===== src/hw/rtl/tgc_pkg.sv =====
package tgc_pkg;

    localparam int COORD_BITS_DEF = 16;

    localparam int TYPE_W  = 5;
    localparam int CODE_W  = 10;
    localparam int VALUE_W = 16;
    localparam int POS_W   = 16;
    localparam int LCD_W   = 12;
    localparam int SPAN_W  = 16;
    localparam int THR_W   = 16;
    localparam int CFG_IDX_W  = 3;
    localparam int CFG_DATA_W = 16;

    // Rounded scale: numerator raw*lcd + span/2 fits in 28 bits, held in an even width of 30.
    localparam int NUM_W     = 30;
    localparam int DIV_STEPS = NUM_W / 2;
    localparam int DIV_CNT_W = $clog2(DIV_STEPS);

    localparam logic [TYPE_W-1:0] EVT_KEY = 5'd1;
    localparam logic [TYPE_W-1:0] EVT_ABS = 5'd3;
    localparam logic [CODE_W-1:0] CODE_X     = 10'd0;
    localparam logic [CODE_W-1:0] CODE_Y     = 10'd1;
    localparam logic [CODE_W-1:0] CODE_TOUCH = 10'd330;
    localparam logic [VALUE_W-1:0] KEY_PRESS   = 16'd1;
    localparam logic [VALUE_W-1:0] KEY_RELEASE = 16'd0;

    localparam logic [CFG_IDX_W-1:0] CFG_SCALE_EN = 3'd0;
    localparam logic [CFG_IDX_W-1:0] CFG_SCR_W    = 3'd1;
    localparam logic [CFG_IDX_W-1:0] CFG_SCR_H    = 3'd2;
    localparam logic [CFG_IDX_W-1:0] CFG_SPAN_X   = 3'd3;
    localparam logic [CFG_IDX_W-1:0] CFG_SPAN_Y   = 3'd4;
    localparam logic [CFG_IDX_W-1:0] CFG_TAP_THR  = 3'd5;

    localparam logic              RST_SCALE_EN = 1'b1;
    localparam logic [LCD_W-1:0]  RST_SCR_W    = 12'd800;
    localparam logic [LCD_W-1:0]  RST_SCR_H    = 12'd480;
    localparam logic [SPAN_W-1:0] RST_SPAN_X   = 16'd1024;
    localparam logic [SPAN_W-1:0] RST_SPAN_Y   = 16'd600;
    localparam logic [THR_W-1:0]  RST_TAP_THR  = 16'd30;

    typedef enum logic [2:0] {
        G_NONE  = 3'd0,
        G_TAP   = 3'd1,
        G_UP    = 3'd2,
        G_DOWN  = 3'd3,
        G_LEFT  = 3'd4,
        G_RIGHT = 3'd5
    } t_gesture;

    typedef enum logic [2:0] {
        S_IDLE,
        S_DECODE,
        S_MUL,
        S_DIV,
        S_STORE,
        S_OUT
    } t_state;

    typedef struct packed {
        logic capture;
        logic latch_raw;
        logic key_update;
        logic mul_load;
        logic div_step;
        logic store_axis;
        logic axis_y;
        logic out_load;
    } t_dp_cmd;

    typedef struct packed {
        logic is_abs;
        logic div_last;
        logic out_free;
    } t_dp_sts;

endpackage


===== src/hw/rtl/tgc_ctrl.sv =====
module tgc_ctrl (
    input  logic             i_clk,
    input  logic             i_rst_n,
    input  logic             i_in_valid,
    output logic             o_in_ready,
    input  tgc_pkg::t_dp_sts i_sts,
    output tgc_pkg::t_dp_cmd o_cmd
);

    tgc_pkg::t_state r_state, n_state;
    logic            r_axis_y, n_axis_y;

    always_ff @(posedge i_clk) begin
        if (!i_rst_n) begin
            r_state  <= tgc_pkg::S_IDLE;
            r_axis_y <= 1'b0;
        end else begin
            r_state  <= n_state;
            r_axis_y <= n_axis_y;
        end
    end

    always_comb begin
        n_state    = r_state;
        n_axis_y   = r_axis_y;
        o_cmd      = '0;
        o_cmd.axis_y = r_axis_y;
        o_in_ready = 1'b0;
        unique case (r_state)
            tgc_pkg::S_IDLE: begin
                o_in_ready = 1'b1;
                if (i_in_valid) begin
                    o_cmd.capture = 1'b1;
                    n_state = tgc_pkg::S_DECODE;
                end
            end
            tgc_pkg::S_DECODE: begin
                if (i_sts.is_abs) begin
                    o_cmd.latch_raw = 1'b1;
                    n_axis_y = 1'b0;
                    n_state  = tgc_pkg::S_MUL;
                end else begin
                    o_cmd.key_update = 1'b1;
                    n_state = tgc_pkg::S_OUT;
                end
            end
            tgc_pkg::S_MUL: begin
                o_cmd.mul_load = 1'b1;
                n_state = tgc_pkg::S_DIV;
            end
            tgc_pkg::S_DIV: begin
                o_cmd.div_step = 1'b1;
                if (i_sts.div_last) begin
                    n_state = tgc_pkg::S_STORE;
                end
            end
            tgc_pkg::S_STORE: begin
                o_cmd.store_axis = 1'b1;
                if (r_axis_y) begin
                    n_state = tgc_pkg::S_OUT;
                end else begin
                    n_axis_y = 1'b1;
                    n_state  = tgc_pkg::S_MUL;
                end
            end
            tgc_pkg::S_OUT: begin
                if (i_sts.out_free) begin
                    o_cmd.out_load = 1'b1;
                    n_state = tgc_pkg::S_IDLE;
                end
            end
            default: begin
                n_state = tgc_pkg::S_IDLE;
            end
        endcase
    end

endmodule


===== src/hw/rtl/tgc_dp.sv =====
module tgc_dp #(
    parameter int COORD_BITS = tgc_pkg::COORD_BITS_DEF
) (
    input  logic                           i_clk,
    input  logic                           i_rst_n,
    input  tgc_pkg::t_dp_cmd               i_cmd,
    output tgc_pkg::t_dp_sts               o_sts,
    input  logic [tgc_pkg::TYPE_W-1:0]     i_evt_type,
    input  logic [tgc_pkg::CODE_W-1:0]     i_evt_code,
    input  logic [tgc_pkg::VALUE_W-1:0]    i_evt_value,
    input  logic                           i_cfg_we,
    input  logic [tgc_pkg::CFG_IDX_W-1:0]  i_cfg_index,
    input  logic [tgc_pkg::CFG_DATA_W-1:0] i_cfg_data,
    output logic                           o_out_valid,
    input  logic                           i_out_ready,
    output logic [tgc_pkg::POS_W-1:0]      o_pos_x,
    output logic [tgc_pkg::POS_W-1:0]      o_pos_y,
    output tgc_pkg::t_gesture              o_gesture
);

    localparam int WIDE_W = 34;
    localparam int DIFF_W = COORD_BITS + 2;
    localparam logic [WIDE_W-1:0] LIM_WIDE = (WIDE_W'(1) << COORD_BITS) - WIDE_W'(1);
    localparam logic [COORD_BITS-1:0] LIM = COORD_BITS'(LIM_WIDE);

    logic                           r_scale_en;
    logic [tgc_pkg::LCD_W-1:0]      r_scr_w, r_scr_h;
    logic [tgc_pkg::SPAN_W-1:0]     r_span_x, r_span_y;
    logic [tgc_pkg::THR_W-1:0]      r_tap_thr;

    logic [tgc_pkg::TYPE_W-1:0]     r_evt_type;
    logic [tgc_pkg::CODE_W-1:0]     r_evt_code;
    logic [tgc_pkg::VALUE_W-1:0]    r_evt_value;

    logic [tgc_pkg::VALUE_W-1:0]    r_raw_x, r_raw_y;
    logic [COORD_BITS-1:0]          r_cur_x, r_cur_y, r_start_x, r_start_y;
    logic                           r_press_seen;
    tgc_pkg::t_gesture              r_gesture;

    logic [tgc_pkg::NUM_W-1:0]      r_dq, n_dq;
    logic [tgc_pkg::SPAN_W-1:0]     r_rem, n_rem;
    logic [tgc_pkg::SPAN_W-1:0]     r_span;
    logic [tgc_pkg::DIV_CNT_W-1:0]  r_div_cnt;

    logic                           r_out_valid;
    logic [tgc_pkg::POS_W-1:0]      r_out_x, r_out_y;
    tgc_pkg::t_gesture              r_out_g;

    logic                           is_touch;
    logic [tgc_pkg::VALUE_W-1:0]    mul_raw;
    logic [tgc_pkg::LCD_W-1:0]      mul_lcd;
    logic [tgc_pkg::SPAN_W-1:0]     mul_span;
    logic [tgc_pkg::NUM_W-1:0]      mul_num;

    logic [tgc_pkg::SPAN_W:0]       rem_a, rem_b;
    logic                           ge_a, ge_b;
    logic [tgc_pkg::SPAN_W-1:0]     rem_a_sub;

    logic [WIDE_W-1:0]              raw_wide;
    logic [COORD_BITS-1:0]          map_val;

    logic [DIFF_W-1:0]              start_sx, start_sy;
    logic signed [DIFF_W-1:0]       dx, dy;
    logic [DIFF_W-1:0]              ax, ay;
    logic                           is_tap;
    tgc_pkg::t_gesture              rel_gesture;

    always_ff @(posedge i_clk) begin
        if (!i_rst_n) begin
            r_scale_en <= tgc_pkg::RST_SCALE_EN;
            r_scr_w    <= tgc_pkg::RST_SCR_W;
            r_scr_h    <= tgc_pkg::RST_SCR_H;
            r_span_x   <= tgc_pkg::RST_SPAN_X;
            r_span_y   <= tgc_pkg::RST_SPAN_Y;
            r_tap_thr  <= tgc_pkg::RST_TAP_THR;
        end else if (i_cfg_we) begin
            unique case (i_cfg_index)
                tgc_pkg::CFG_SCALE_EN: r_scale_en <= i_cfg_data[0];
                tgc_pkg::CFG_SCR_W:    r_scr_w    <= i_cfg_data[tgc_pkg::LCD_W-1:0];
                tgc_pkg::CFG_SCR_H:    r_scr_h    <= i_cfg_data[tgc_pkg::LCD_W-1:0];
                tgc_pkg::CFG_SPAN_X:   r_span_x   <= i_cfg_data;
                tgc_pkg::CFG_SPAN_Y:   r_span_y   <= i_cfg_data;
                tgc_pkg::CFG_TAP_THR:  r_tap_thr  <= i_cfg_data;
                default: begin
                end
            endcase
        end
    end

    assign is_touch = (r_evt_type == tgc_pkg::EVT_KEY) && (r_evt_code == tgc_pkg::CODE_TOUCH);

    assign mul_raw  = i_cmd.axis_y ? r_raw_y  : r_raw_x;
    assign mul_lcd  = i_cmd.axis_y ? r_scr_h  : r_scr_w;
    assign mul_span = i_cmd.axis_y ? r_span_y : r_span_x;
    assign mul_num  = tgc_pkg::NUM_W'(mul_raw * mul_lcd)
                    + tgc_pkg::NUM_W'(mul_span >> 1);

    // Two restoring division steps per cycle.
    always_comb begin
        rem_a     = {r_rem, r_dq[tgc_pkg::NUM_W-1]};
        ge_a      = rem_a >= {1'b0, r_span};
        rem_a_sub = ge_a ? tgc_pkg::SPAN_W'(rem_a - {1'b0, r_span})
                         : rem_a[tgc_pkg::SPAN_W-1:0];
        rem_b     = {rem_a_sub, r_dq[tgc_pkg::NUM_W-2]};
        ge_b      = rem_b >= {1'b0, r_span};
        n_rem     = ge_b ? tgc_pkg::SPAN_W'(rem_b - {1'b0, r_span})
                         : rem_b[tgc_pkg::SPAN_W-1:0];
        n_dq      = {r_dq[tgc_pkg::NUM_W-3:0], ge_a, ge_b};
    end

    always_comb begin
        raw_wide = WIDE_W'(mul_raw) & LIM_WIDE;
        if (!r_scale_en) begin
            map_val = COORD_BITS'(raw_wide);
        end else if (r_span == '0) begin
            map_val = LIM;
        end else if (WIDE_W'(r_dq) > LIM_WIDE) begin
            map_val = LIM;
        end else begin
            map_val = COORD_BITS'(r_dq);
        end
    end

    always_comb begin
        start_sx = r_press_seen ? DIFF_W'(r_start_x) : '1;
        start_sy = r_press_seen ? DIFF_W'(r_start_y) : '1;
        dx = $signed(DIFF_W'(r_cur_x) - start_sx);
        dy = $signed(DIFF_W'(r_cur_y) - start_sy);
        ax = dx[DIFF_W-1] ? DIFF_W'(-dx) : DIFF_W'(dx);
        ay = dy[DIFF_W-1] ? DIFF_W'(-dy) : DIFF_W'(dy);
        is_tap = (WIDE_W'(ax) < WIDE_W'(r_tap_thr)) && (WIDE_W'(ay) < WIDE_W'(r_tap_thr));
        priority if (is_tap) begin
            rel_gesture = tgc_pkg::G_TAP;
        end else if (ay > ax) begin
            rel_gesture = dy[DIFF_W-1] ? tgc_pkg::G_UP : tgc_pkg::G_DOWN;
        end else begin
            rel_gesture = dx[DIFF_W-1] ? tgc_pkg::G_LEFT : tgc_pkg::G_RIGHT;
        end
    end

    always_ff @(posedge i_clk) begin
        if (!i_rst_n) begin
            r_raw_x      <= '0;
            r_raw_y      <= '0;
            r_cur_x      <= '0;
            r_cur_y      <= '0;
            r_start_x    <= '0;
            r_start_y    <= '0;
            r_press_seen <= 1'b0;
            r_div_cnt    <= '0;
            r_gesture    <= tgc_pkg::G_NONE;
        end else begin
            if (i_cmd.capture) begin
                r_gesture <= tgc_pkg::G_NONE;
            end
            if (i_cmd.latch_raw) begin
                if (r_evt_code == tgc_pkg::CODE_X) begin
                    r_raw_x <= r_evt_value;
                end
                if (r_evt_code == tgc_pkg::CODE_Y) begin
                    r_raw_y <= r_evt_value;
                end
            end
            if (i_cmd.key_update && is_touch) begin
                if (r_evt_value == tgc_pkg::KEY_PRESS) begin
                    if (!r_press_seen) begin
                        r_start_x    <= r_cur_x;
                        r_start_y    <= r_cur_y;
                        r_press_seen <= 1'b1;
                    end
                end else if (r_evt_value == tgc_pkg::KEY_RELEASE) begin
                    r_gesture    <= rel_gesture;
                    r_raw_x      <= '0;
                    r_raw_y      <= '0;
                    r_start_x    <= '0;
                    r_start_y    <= '0;
                    r_press_seen <= 1'b0;
                end
            end
            if (i_cmd.mul_load) begin
                r_div_cnt <= '0;
            end else if (i_cmd.div_step) begin
                r_div_cnt <= r_div_cnt + tgc_pkg::DIV_CNT_W'(1);
            end
            if (i_cmd.store_axis) begin
                if (i_cmd.axis_y) begin
                    r_cur_y <= map_val;
                end else begin
                    r_cur_x <= map_val;
                end
            end
        end
    end

    always_ff @(posedge i_clk) begin
        if (i_cmd.capture) begin
            r_evt_type  <= i_evt_type;
            r_evt_code  <= i_evt_code;
            r_evt_value <= i_evt_value;
        end
        if (i_cmd.mul_load) begin
            r_dq   <= mul_num;
            r_rem  <= '0;
            r_span <= mul_span;
        end else if (i_cmd.div_step) begin
            r_dq  <= n_dq;
            r_rem <= n_rem;
        end
    end

    always_ff @(posedge i_clk) begin
        if (!i_rst_n) begin
            r_out_valid <= 1'b0;
        end else if (i_cmd.out_load) begin
            r_out_valid <= 1'b1;
        end else if (i_out_ready) begin
            r_out_valid <= 1'b0;
        end
    end

    always_ff @(posedge i_clk) begin
        if (i_cmd.out_load) begin
            r_out_x <= tgc_pkg::POS_W'(r_cur_x);
            r_out_y <= tgc_pkg::POS_W'(r_cur_y);
            r_out_g <= r_gesture;
        end
    end

    assign o_sts.is_abs   = r_evt_type == tgc_pkg::EVT_ABS;
    assign o_sts.div_last = r_div_cnt == tgc_pkg::DIV_CNT_W'(tgc_pkg::DIV_STEPS - 1);
    assign o_sts.out_free = !r_out_valid || i_out_ready;

    assign o_out_valid = r_out_valid;
    assign o_pos_x     = r_out_x;
    assign o_pos_y     = r_out_y;
    assign o_gesture   = r_out_g;

endmodule


===== src/hw/rtl/touch_gesture_classifier_unit.sv =====
// Key and ignored events go through decode and output steps; absolute-axis events also run
// two radix-4 divisions one after the other on a shared divider, each with a multiply step
// before it and a store step after it. A new event is taken in only once the previous one
// has loaded its result. A result held at the output still lets the next event be taken in;
// that event then waits in its output step until the held result moves on.
// Reset (i_rst_n low, synchronous) clears the gesture state and loads the default registers.
module touch_gesture_classifier_unit #(
    parameter int COORD_BITS = tgc_pkg::COORD_BITS_DEF
) (
    input  logic                           i_clk,
    input  logic                           i_rst_n,
    input  logic                           s_axis_tvalid,
    output logic                           s_axis_tready,
    input  logic [31:0]                    s_axis_tdata,  // event_code, event_value
    input  logic [tgc_pkg::TYPE_W-1:0]     s_axis_tuser,  // event_type
    output logic                           m_axis_tvalid,
    input  logic                           m_axis_tready,
    output logic [39:0]                    m_axis_tdata,  // pos_x, pos_y, gesture
    input  logic                           i_cfg_valid,
    output logic                           o_cfg_ready,
    input  logic [tgc_pkg::CFG_IDX_W-1:0]  i_cfg_index,
    input  logic [tgc_pkg::CFG_DATA_W-1:0] i_cfg_data
);

    tgc_pkg::t_dp_cmd            cmd;
    tgc_pkg::t_dp_sts            sts;
    logic [tgc_pkg::POS_W-1:0]   pos_x, pos_y;
    tgc_pkg::t_gesture           gesture;

    assign o_cfg_ready = 1'b1;

    tgc_ctrl u_ctrl (
        .i_clk      (i_clk),
        .i_rst_n    (i_rst_n),
        .i_in_valid (s_axis_tvalid),
        .o_in_ready (s_axis_tready),
        .i_sts      (sts),
        .o_cmd      (cmd)
    );

    tgc_dp #(
        .COORD_BITS (COORD_BITS)
    ) u_dp (
        .i_clk       (i_clk),
        .i_rst_n     (i_rst_n),
        .i_cmd       (cmd),
        .o_sts       (sts),
        .i_evt_type  (s_axis_tuser),
        .i_evt_code  (s_axis_tdata[9:0]),
        .i_evt_value (s_axis_tdata[25:10]),
        .i_cfg_we    (i_cfg_valid),
        .i_cfg_index (i_cfg_index),
        .i_cfg_data  (i_cfg_data),
        .o_out_valid (m_axis_tvalid),
        .i_out_ready (m_axis_tready),
        .o_pos_x     (pos_x),
        .o_pos_y     (pos_y),
        .o_gesture   (gesture)
    );

    assign m_axis_tdata = {5'd0, gesture, pos_y, pos_x};

endmodule


===== config.mk =====
export PLATFORM = sky130hd
export DESIGN_NAME = touch_gesture_classifier_unit
export DESIGN_NICKNAME = d
export VERILOG_FILES = /design/src/hw/rtl/tgc_pkg.sv /design/src/hw/rtl/tgc_ctrl.sv /design/src/hw/rtl/tgc_dp.sv /design/src/hw/rtl/touch_gesture_classifier_unit.sv
export SDC_FILE = /design/constraint.sdc
export NUM_CORES = 1
export LEC_CHECK = 0
export ABC_CLOCK_PERIOD_IN_PS = 8200
export BUFFER_PORTS_ARGS = -buffer_cell sky130_fd_sc_hd__buf_2
export CAP_MARGIN = 30
export CELL_PAD_IN_SITES_DETAIL_PLACEMENT = 0
export CELL_PAD_IN_SITES_GLOBAL_PLACEMENT = 1
export CORE_ASPECT_RATIO = 0.6
export CORE_UTILIZATION = 25
export CTS_BUF_LIST = sky130_fd_sc_hd__clkbuf_16
export DETAILED_ROUTE_END_ITERATION = 12
export HOLD_SLACK_MARGIN = 0.02
export PLACE_DENSITY_LB_ADDON = 0.1
export SYNTH_ARGS = -nofsm -noshare
export SYNTH_HDL_FRONTEND = slang
export SYNTH_SLANG_ARGS = --single-unit
export TNS_END_PERCENT = 30

===== constraint.sdc =====
create_clock -name i_clk -period 8.2 [get_ports i_clk]
set_clock_uncertainty 0.1 [all_clocks]
set_input_delay 0.41 -clock i_clk [delete_from_list [all_inputs] [get_ports i_clk]]
set_output_delay 0.41 -clock i_clk [all_outputs]
set_load 0.01 [all_outputs]

Word-level counts from Yosys, hierarchy flattened

Index checks and enable logic that the tools add are counted.

Add/subtract/negate cells: 8
Multipliers: 1
Order comparisons: 6
Eq/ne operators: 21
Muxes and demuxes: 60
Bitwise gates (word level): 2
Reduce and logical (&&, ||, !) cells: 27

Operators by type and width:

| operator             | count |
|---|---|
| $mux 16              | 22 |
| $mux 18              | 4 |
| $mux 30              | 2 |
| $lt 18x16->1         | 2 |
| $neg 18->18          | 2 |
| $sub 16x18->18       | 2 |
| $ge 17x16->1         | 2 |
| $mux 3               | 11 |
| $logic_not 16->1     | 2 |
| $sub 16x16->16       | 2 |
| $gt 30x16->1 const B | 1 |
| $add 28x15->29       | 1 |
| $mul 16x12->28       | 1 |
| $reduce_and 2->1     | 10 |
| $gt 18x18->1         | 1 |
| $pmux 3 s6           | 1 |
| $mux 1               | 17 |
| $eq 16x1->1 const B  | 1 |
| $eq 3x2->1 const B   | 4 |
| $eq 3x3->1 const B   | 4 |
| $mux 12              | 1 |
| $eq 10x1->1 const B  | 1 |
| $eq 10x9->1 const B  | 1 |
| $logic_not 10->1     | 1 |
| 16 further kinds     | 29 |

Bits in registers: 310
Input port bits: 61
Output and inout bits: 43
Logic and storage cells: 152

Depth between registers and ports, before layout

Word-level depth: 10
Depth in mapped cells: 27
Mapped depth without buffers: 23

Cells and area by module

From an unflattened synthesis, not the netlist that was laid out.

Cell total of the unflattened synthesis: 2682
Area total of the unflattened synthesis: 24235.7 um^2

By module, submodules not included:

| module                        | instances | cells each | area each (um^2) | sequential area each (um^2) |
|---|---|---|---|---|
| tgc_dp                        | 1         | 2626       | 23842.9          | 7247.0 |
| tgc_ctrl                      | 1         | 48         | 340.3            | 80.1 |
| touch_gesture_classifier_unit | 1         | 8          | 52.6             | 0.0 |

Worst setup path after synthesis

No wires, ideal clock.

Path kind: register -> register
Start: reg u_ctrl.r_axis_y
End: reg u_dp.r_dq[21] (netlist name), data pin
Setup time: 267 ps
Arrival: 6757 ps
Data required time: 7833 ps
Path slack: 1077 ps
Cell stages (with the launch flop): 24
Buffers on the path: 4
Clock period less this slack: 7123 ps
Cells stage by stage: dfxtp_1 > clkbuf_1 > clkbuf_1 > buf_1 > clkbuf_1 > mux2i_1 > nor2_1 > fa_1 > inv_1 > fa_1 > fa_1 > fa_1 > inv_1 > fa_1 > ha_1 > a2111oi_0 > o21ai_0 > a41o_1 > a211oi_1 > o21ai_0 > a21o_1 > a21oi_1 > xor2_1 > o21ai_0

Cells in the longest elaborated chain, start to end: 4
Elaborated cells on any way between the ends: 6
Classes of those cells: 1 x add/sub; 1 x mul; 4 x mux

Ends and longest elaborated chain:

| what                                      | RTL line                   | text |
|---|---|---|
| start, declared                           | tgc_ctrl.sv:11             | `logic r_axis_y, n_axis_y;` |
| start signal, assigned                    | tgc_ctrl.sv:19             | `r_axis_y <= n_axis_y;` |
| $mux 16 / $mux 12 (equally long branches) | tgc_dp.sv:92, tgc_dp.sv:93 |  |
| $mul 16x12->28                            | tgc_dp.sv:95               | `assign mul_num = tgc_pkg::NUM_W'(mul_raw * mul_lcd)` |
| $add 28x15->29 (*)                        | tgc_dp.sv:96               | `+ tgc_pkg::NUM_W'(mul_span >> 1);` |
| $mux 30 (*)                               | tgc_dp.sv:201              | `if (i_cmd.mul_load) begin` |
| end signal, assigned                      | tgc_dp.sv:202              | `r_dq <= mul_num;` |
| end signal, assigned                      | tgc_dp.sv:206              | `r_dq <= n_dq;` |
| end, declared                             | tgc_dp.sv:40               | `logic [tgc_pkg::NUM_W-1:0] r_dq, n_dq;` |

Every way passes the cells marked *; elsewhere a longest branch is shown, timed or not.
A chain may end at the register's enable or synchronous reset.

Worst setup path after layout

Same ends and word-level chain as after synthesis.

==> PnR_summary.wiki <==
{| class="wikitable"
! Metric !! Value
|-
| Result of the run || finished clean
|-
| Vias in the first global route || 18800
|-
| Worst path required time || 8.41 ns
|-
| Overall die width || 402 um
|-
| Final Hold Violating Endpoints || 0
|-
| IR Drop Worst-Case VDD || about 0.00013 V
|-
| TritonCTS clock tree || done
|-
| Slew @ Worst Pin || 1.03 ns
|-
| Total of buffers placed on input and output ports || 91
|-
| Cell type with the highest aggregate area in the netlist || dfxtp_1
|-
| Average detailed-routed wire length per instance || around 21 um
|-
| Vias after detailed routing || ~20000
|-
| Core area || 0.0945 sq mm
|-
| Gpl congestion || 0.802
|-
| Combinational cell fraction of total power || 37.7%
|-
| Combined area of all synthesized cells || 0.0240 sq mm
|-
| FP Rows || 87
|-
| Number of H-tree branching levels || 2
|-
| Final period demand of the worst path || 7.44 ns
|-
| First drt pass iteration count || 5
|-
| Share of synthesized registers carrying an async set or reset || 0%
|-
| IO Pins || roughly 100
|-
| Crit Path Class || flop to flop
|-
| Average cell area after synthesis || 8.92 sq um
|-
| Maximum number of pins on one net before global-route repair || slightly above 60
|-
| Clock transition at the register clock pins on the worst setup and hold paths after CTS || 0.06 ns
|-
| Global Route Usage Sum || about 17%
|-
| Global-route wire length before repair || 126000 um
|-
| CP Capture Type || flop
|-
| Die height || 242 um
|-
| Leakage power figure || about 0.011 uW
|-
| Slowest library cell on the worst path || dfxtp_4
|-
| Most instantiated flip-flop cell in the synthesis netlist || dfxtp_1
|-
| Number of synthesized register bits || 310
|-
| Initial core utilization || 25.4%
|-
| Arrival time worst endpoint || between 7 and 8 ns
|-
| Number of pins exceeding their max-slew limit in the final report || 0
|-
| Antenna violations before repair || 7
|-
| RSZ-0062 raised after global routing || false
|-
| Top cells by area in the synthesized netlist || dfxtp_1 (17%), edfxtp_1 (14%), fa_1 (13%), ha_1 (10%), nand2_1 (8.2%)
|-
| Sequential group share of total power || between 30 and 40%
|-
| Most repeated library cell on the critical path || fa_1
|-
| Category of the worst setup path launch point || flop
|-
| Total CTS buffers || 36
|-
| Via density || 4.79
|-
| Final worst path period share || 90.8%
|-
| Critical-path maximum fanout || 50
|-
| Latest clock arrival within the worst-skew pair || 0.58 ns
|-
| Max-slew headroom || 29.9%
|-
| Synthesized instance count || approximately 2700
|-
| DRC errors left || 0
|-
| Setup Fix Bufs, Post-CTS || 0
|-
| Hold Path Class || input pin to flop
|-
| Layout-stage area growth over the synthesis result || 14.6%
|-
| Overflow left after global routing || 0
|-
| Biggest cell delay along the critical path || 0.87 ns
|-
| Net count, final || 3201
|-
| Number of distinct library cell variants in the gate-level netlist after synthesis || 95
|-
| Synth warn || 0
|-
| DRC marker count from the first detailed-route iteration || 1433
|-
| Fraction of final layout cells with drive strength greater than 1 || 9.70%
|-
| Clock net sink count || 310
|-
| Switching pwr || 2340 uW
|-
| Root Buffer || clkbuf_16
|-
| Switching share of power || 39.3%
|-
| FMAX || approximately 130 MHz
|-
| Sequential cell area fraction in the yosys report || 30.6%
|-
| Ordered list of cells on the worst path || mux2_2 -> nand2_1 -> fa_1 -> inv_1 -> fa_1 -> fa_1 -> inv_1 -> fa_1 -> inv_1 -> fa_1 -> ha_1 -> a2111oi_0 -> o21ai_0 -> a41o_1 -> a211oi_1 -> o21ai_0 -> a21o_1 -> a21oi_1 -> xor2_1 -> o21ai_0
|-
| Die ar. || 0.0971 sq mm
|-
| Clock group share of total power || 27.7%
|-
| Maximum number of buffers from clock root to sink || 3
|-
| Count of final setup violators || 0
|-
| Area share of the leading cell type in the synthesized netlist || 16.5%
|-
| Number of nets with antenna violations after detailed routing || 0
|-
| Post-layout util || between 20% and 30%
|-
| Post-detailed-placement half-perimeter wirelength || 67600 um
|-
| Setup TNS || 0 ns
|-
| Total detailed-routing wirelength || 84800 um
|-
| Areal power density over the cells || 217 mW/mm^2
|-
| Fillers || 9951
|-
| Max-cap check violation count || 0
|-
| Internal || 3610 uW
|-
| Number of enable flip-flop cells after synthesis || 112
|}
==> power groups by stage <==
stage	logic [uW]	clock network, uW	registers [uW]
after floorplan	1550	0	1960
after global placement	2190	0	2090
after detailed placement	2210	0	2090
after CTS	2230	1720	2060
after global routing	2480	1780	2080
final	2240	1650	2060
==> cell usage after synthesis (7+ instances only) <==
library cell and number:
a211oi_1 9, a21boi_0 105, a21o_1 33, a21oi_1 117
a22oi_1 23, a31oi_1 11, and2_1 26, and3_1 14
buf_4 8, clkbuf_1 90, dfxtp_1 198, edfxtp_1 112
fa_1 159, ha_1 195, inv_1 258, mux2_2 47
mux2i_1 38, nand2_1 521, nand2b_1 18, nand3_1 44
nand3b_1 7, nand4_1 20, nor2_1 153, nor2b_1 69
nor3_1 25, nor4_1 16, o211ai_1 7, o21a_1 10
o21ai_0 103, o21bai_1 8, o22a_1 16, o31ai_1 11
or2_2 7, or3_1 8, xnor2_1 59, xor2_1 35
==> stage by stage <==
| step | instances | setup WS, ns | hold slack, ns | area (sq um) | total power, uW |
|---|---|---|---|---|---|
| floorplan | 2693 | 1.08 | 0.308 | 24000 | 3510 |
| global placement | 3954 | 0.811 | 0.329 | 25800 | 4270 |
| detailed placement | 3959 | 0.813 | 0.324 | 25900 | 4290 |
| CTS | 4058 | 0.771 | 0.0222 | 27400 | 6010 |
| global route | 4059 | 0.231 | 0.0499 | 27400 | 6340 |
| finish | 4060 | 0.757 | 0.0553 | 27400 | 5950 |
==> placed cells by master, fill, tap and decap left out, types with 69 or more instances in the layout <==
cell type	count
inv_1	264
buf_2	91
fa_1	159
nor2_1	153
o21ai_0	103
dfxtp_1	197
edfxtp_1	112
a21oi_1	117
a21boi_0	105
ha_1	195
nand2_1	520
nor2b_1	69
==> area by class of cell <==
class | count | area [sq um] | area share, %
Inverter | 260 | 976 | 3.56
Timing Repair Buffer | 159 | 1130 | 4.11
Multi-Input combinational cell | 2019 | 15300 | 55.7
Clock buffer | 38 | 951 | 3.46
Sequential cell | 310 | 7330 | 26.7
Clock inverter | 27 | 208 | 0.757
Tap cell | 1246 | 1560 | 5.68
Antenna cell | 1 | 2.50 | 0.00912
==> worst paths after layout <==
check,from,to,slack [ns],cells after the start
min,i_cfg_data[15],u_dp.r_span_x[15],0.06,3
min reg2reg,u_dp.r_gesture[2],u_dp.o_gesture[2],0.35,0
max,u_ctrl.r_axis_y,u_dp.r_dq[21],0.76,20
max reg2reg,u_ctrl.r_axis_y,u_dp.r_dq[21],0.76,20
==> metal layers <==
layer / global-route usage, % / up-vias / part of all wire [%]
met3: 3.49 / 64 / 6.2
met1: 29.9 / 9639 / 58
met4: 3.13 / 2 / 1.4
met2: 21.0 / 475 / 35
li1: - / 9269 / -
met5: 0 / - / 0.015
==> flip-flops by register name (all words and copies together), names as in the netlist, 4 cells and up <==
| name | cells |
|---|---|
| u_dp.o_pos_x | 16 |
| u_dp.o_pos_y | 16 |
| u_dp.r_cur_x | 16 |
| u_dp.r_cur_y | 16 |
| u_dp.r_div_cnt | 4 |
| u_dp.r_dq | 30 |
| u_dp.r_evt_code | 10 |
| u_dp.r_evt_type | 5 |
| u_dp.r_evt_value | 16 |
| u_dp.r_raw_x | 16 |
| u_dp.r_raw_y | 16 |
| u_dp.r_rem | 16 |
| u_dp.r_scr_h | 12 |
| u_dp.r_scr_w | 12 |
| u_dp.r_span | 16 |
| u_dp.r_span_x | 16 |
| u_dp.r_span_y | 16 |
| u_dp.r_start_x | 16 |
| u_dp.r_start_y | 16 |
| u_dp.r_tap_thr | 16 |
==> what timing repair did <==
action / 4_1_cts / 5_1_grt
hold buffers: 34 / 0
setup endpoints to repair: 0 / 0
hold endpoints to repair: 37 / 0
resized for setup: 0 / 0
==> critical path, delay by kind of cell, from the launching register on <==
family	cells	cell delay [ns]
AO/OA/AOI/OAI	8	2.15
XOR/XNOR	1	0.16
adder cells (fa/ha/maj)	6	2.85
buffers and inverters	3	0.16
flip-flops	1	0.87
multiplexers	1	0.65
AND/OR/NAND/NOR	1	0.15
==> cell families (layout without fill, tap and decap cells) <==
family	Yosys count	count (layout)	share of synthesized area (%)
xor gates and xnor gates	96	96	3.57
AOI/OAI and AO/OA	519	519	14.7
muxes	86	86	3.84
buffers and inverters	364	484	5.83
other	2	9	0.0313
DFF	310	310	30.6
and+or+nand+nor	956	956	18.0
adders and majority gates	354	354	23.5
Power figures use the tool's default switching activity.
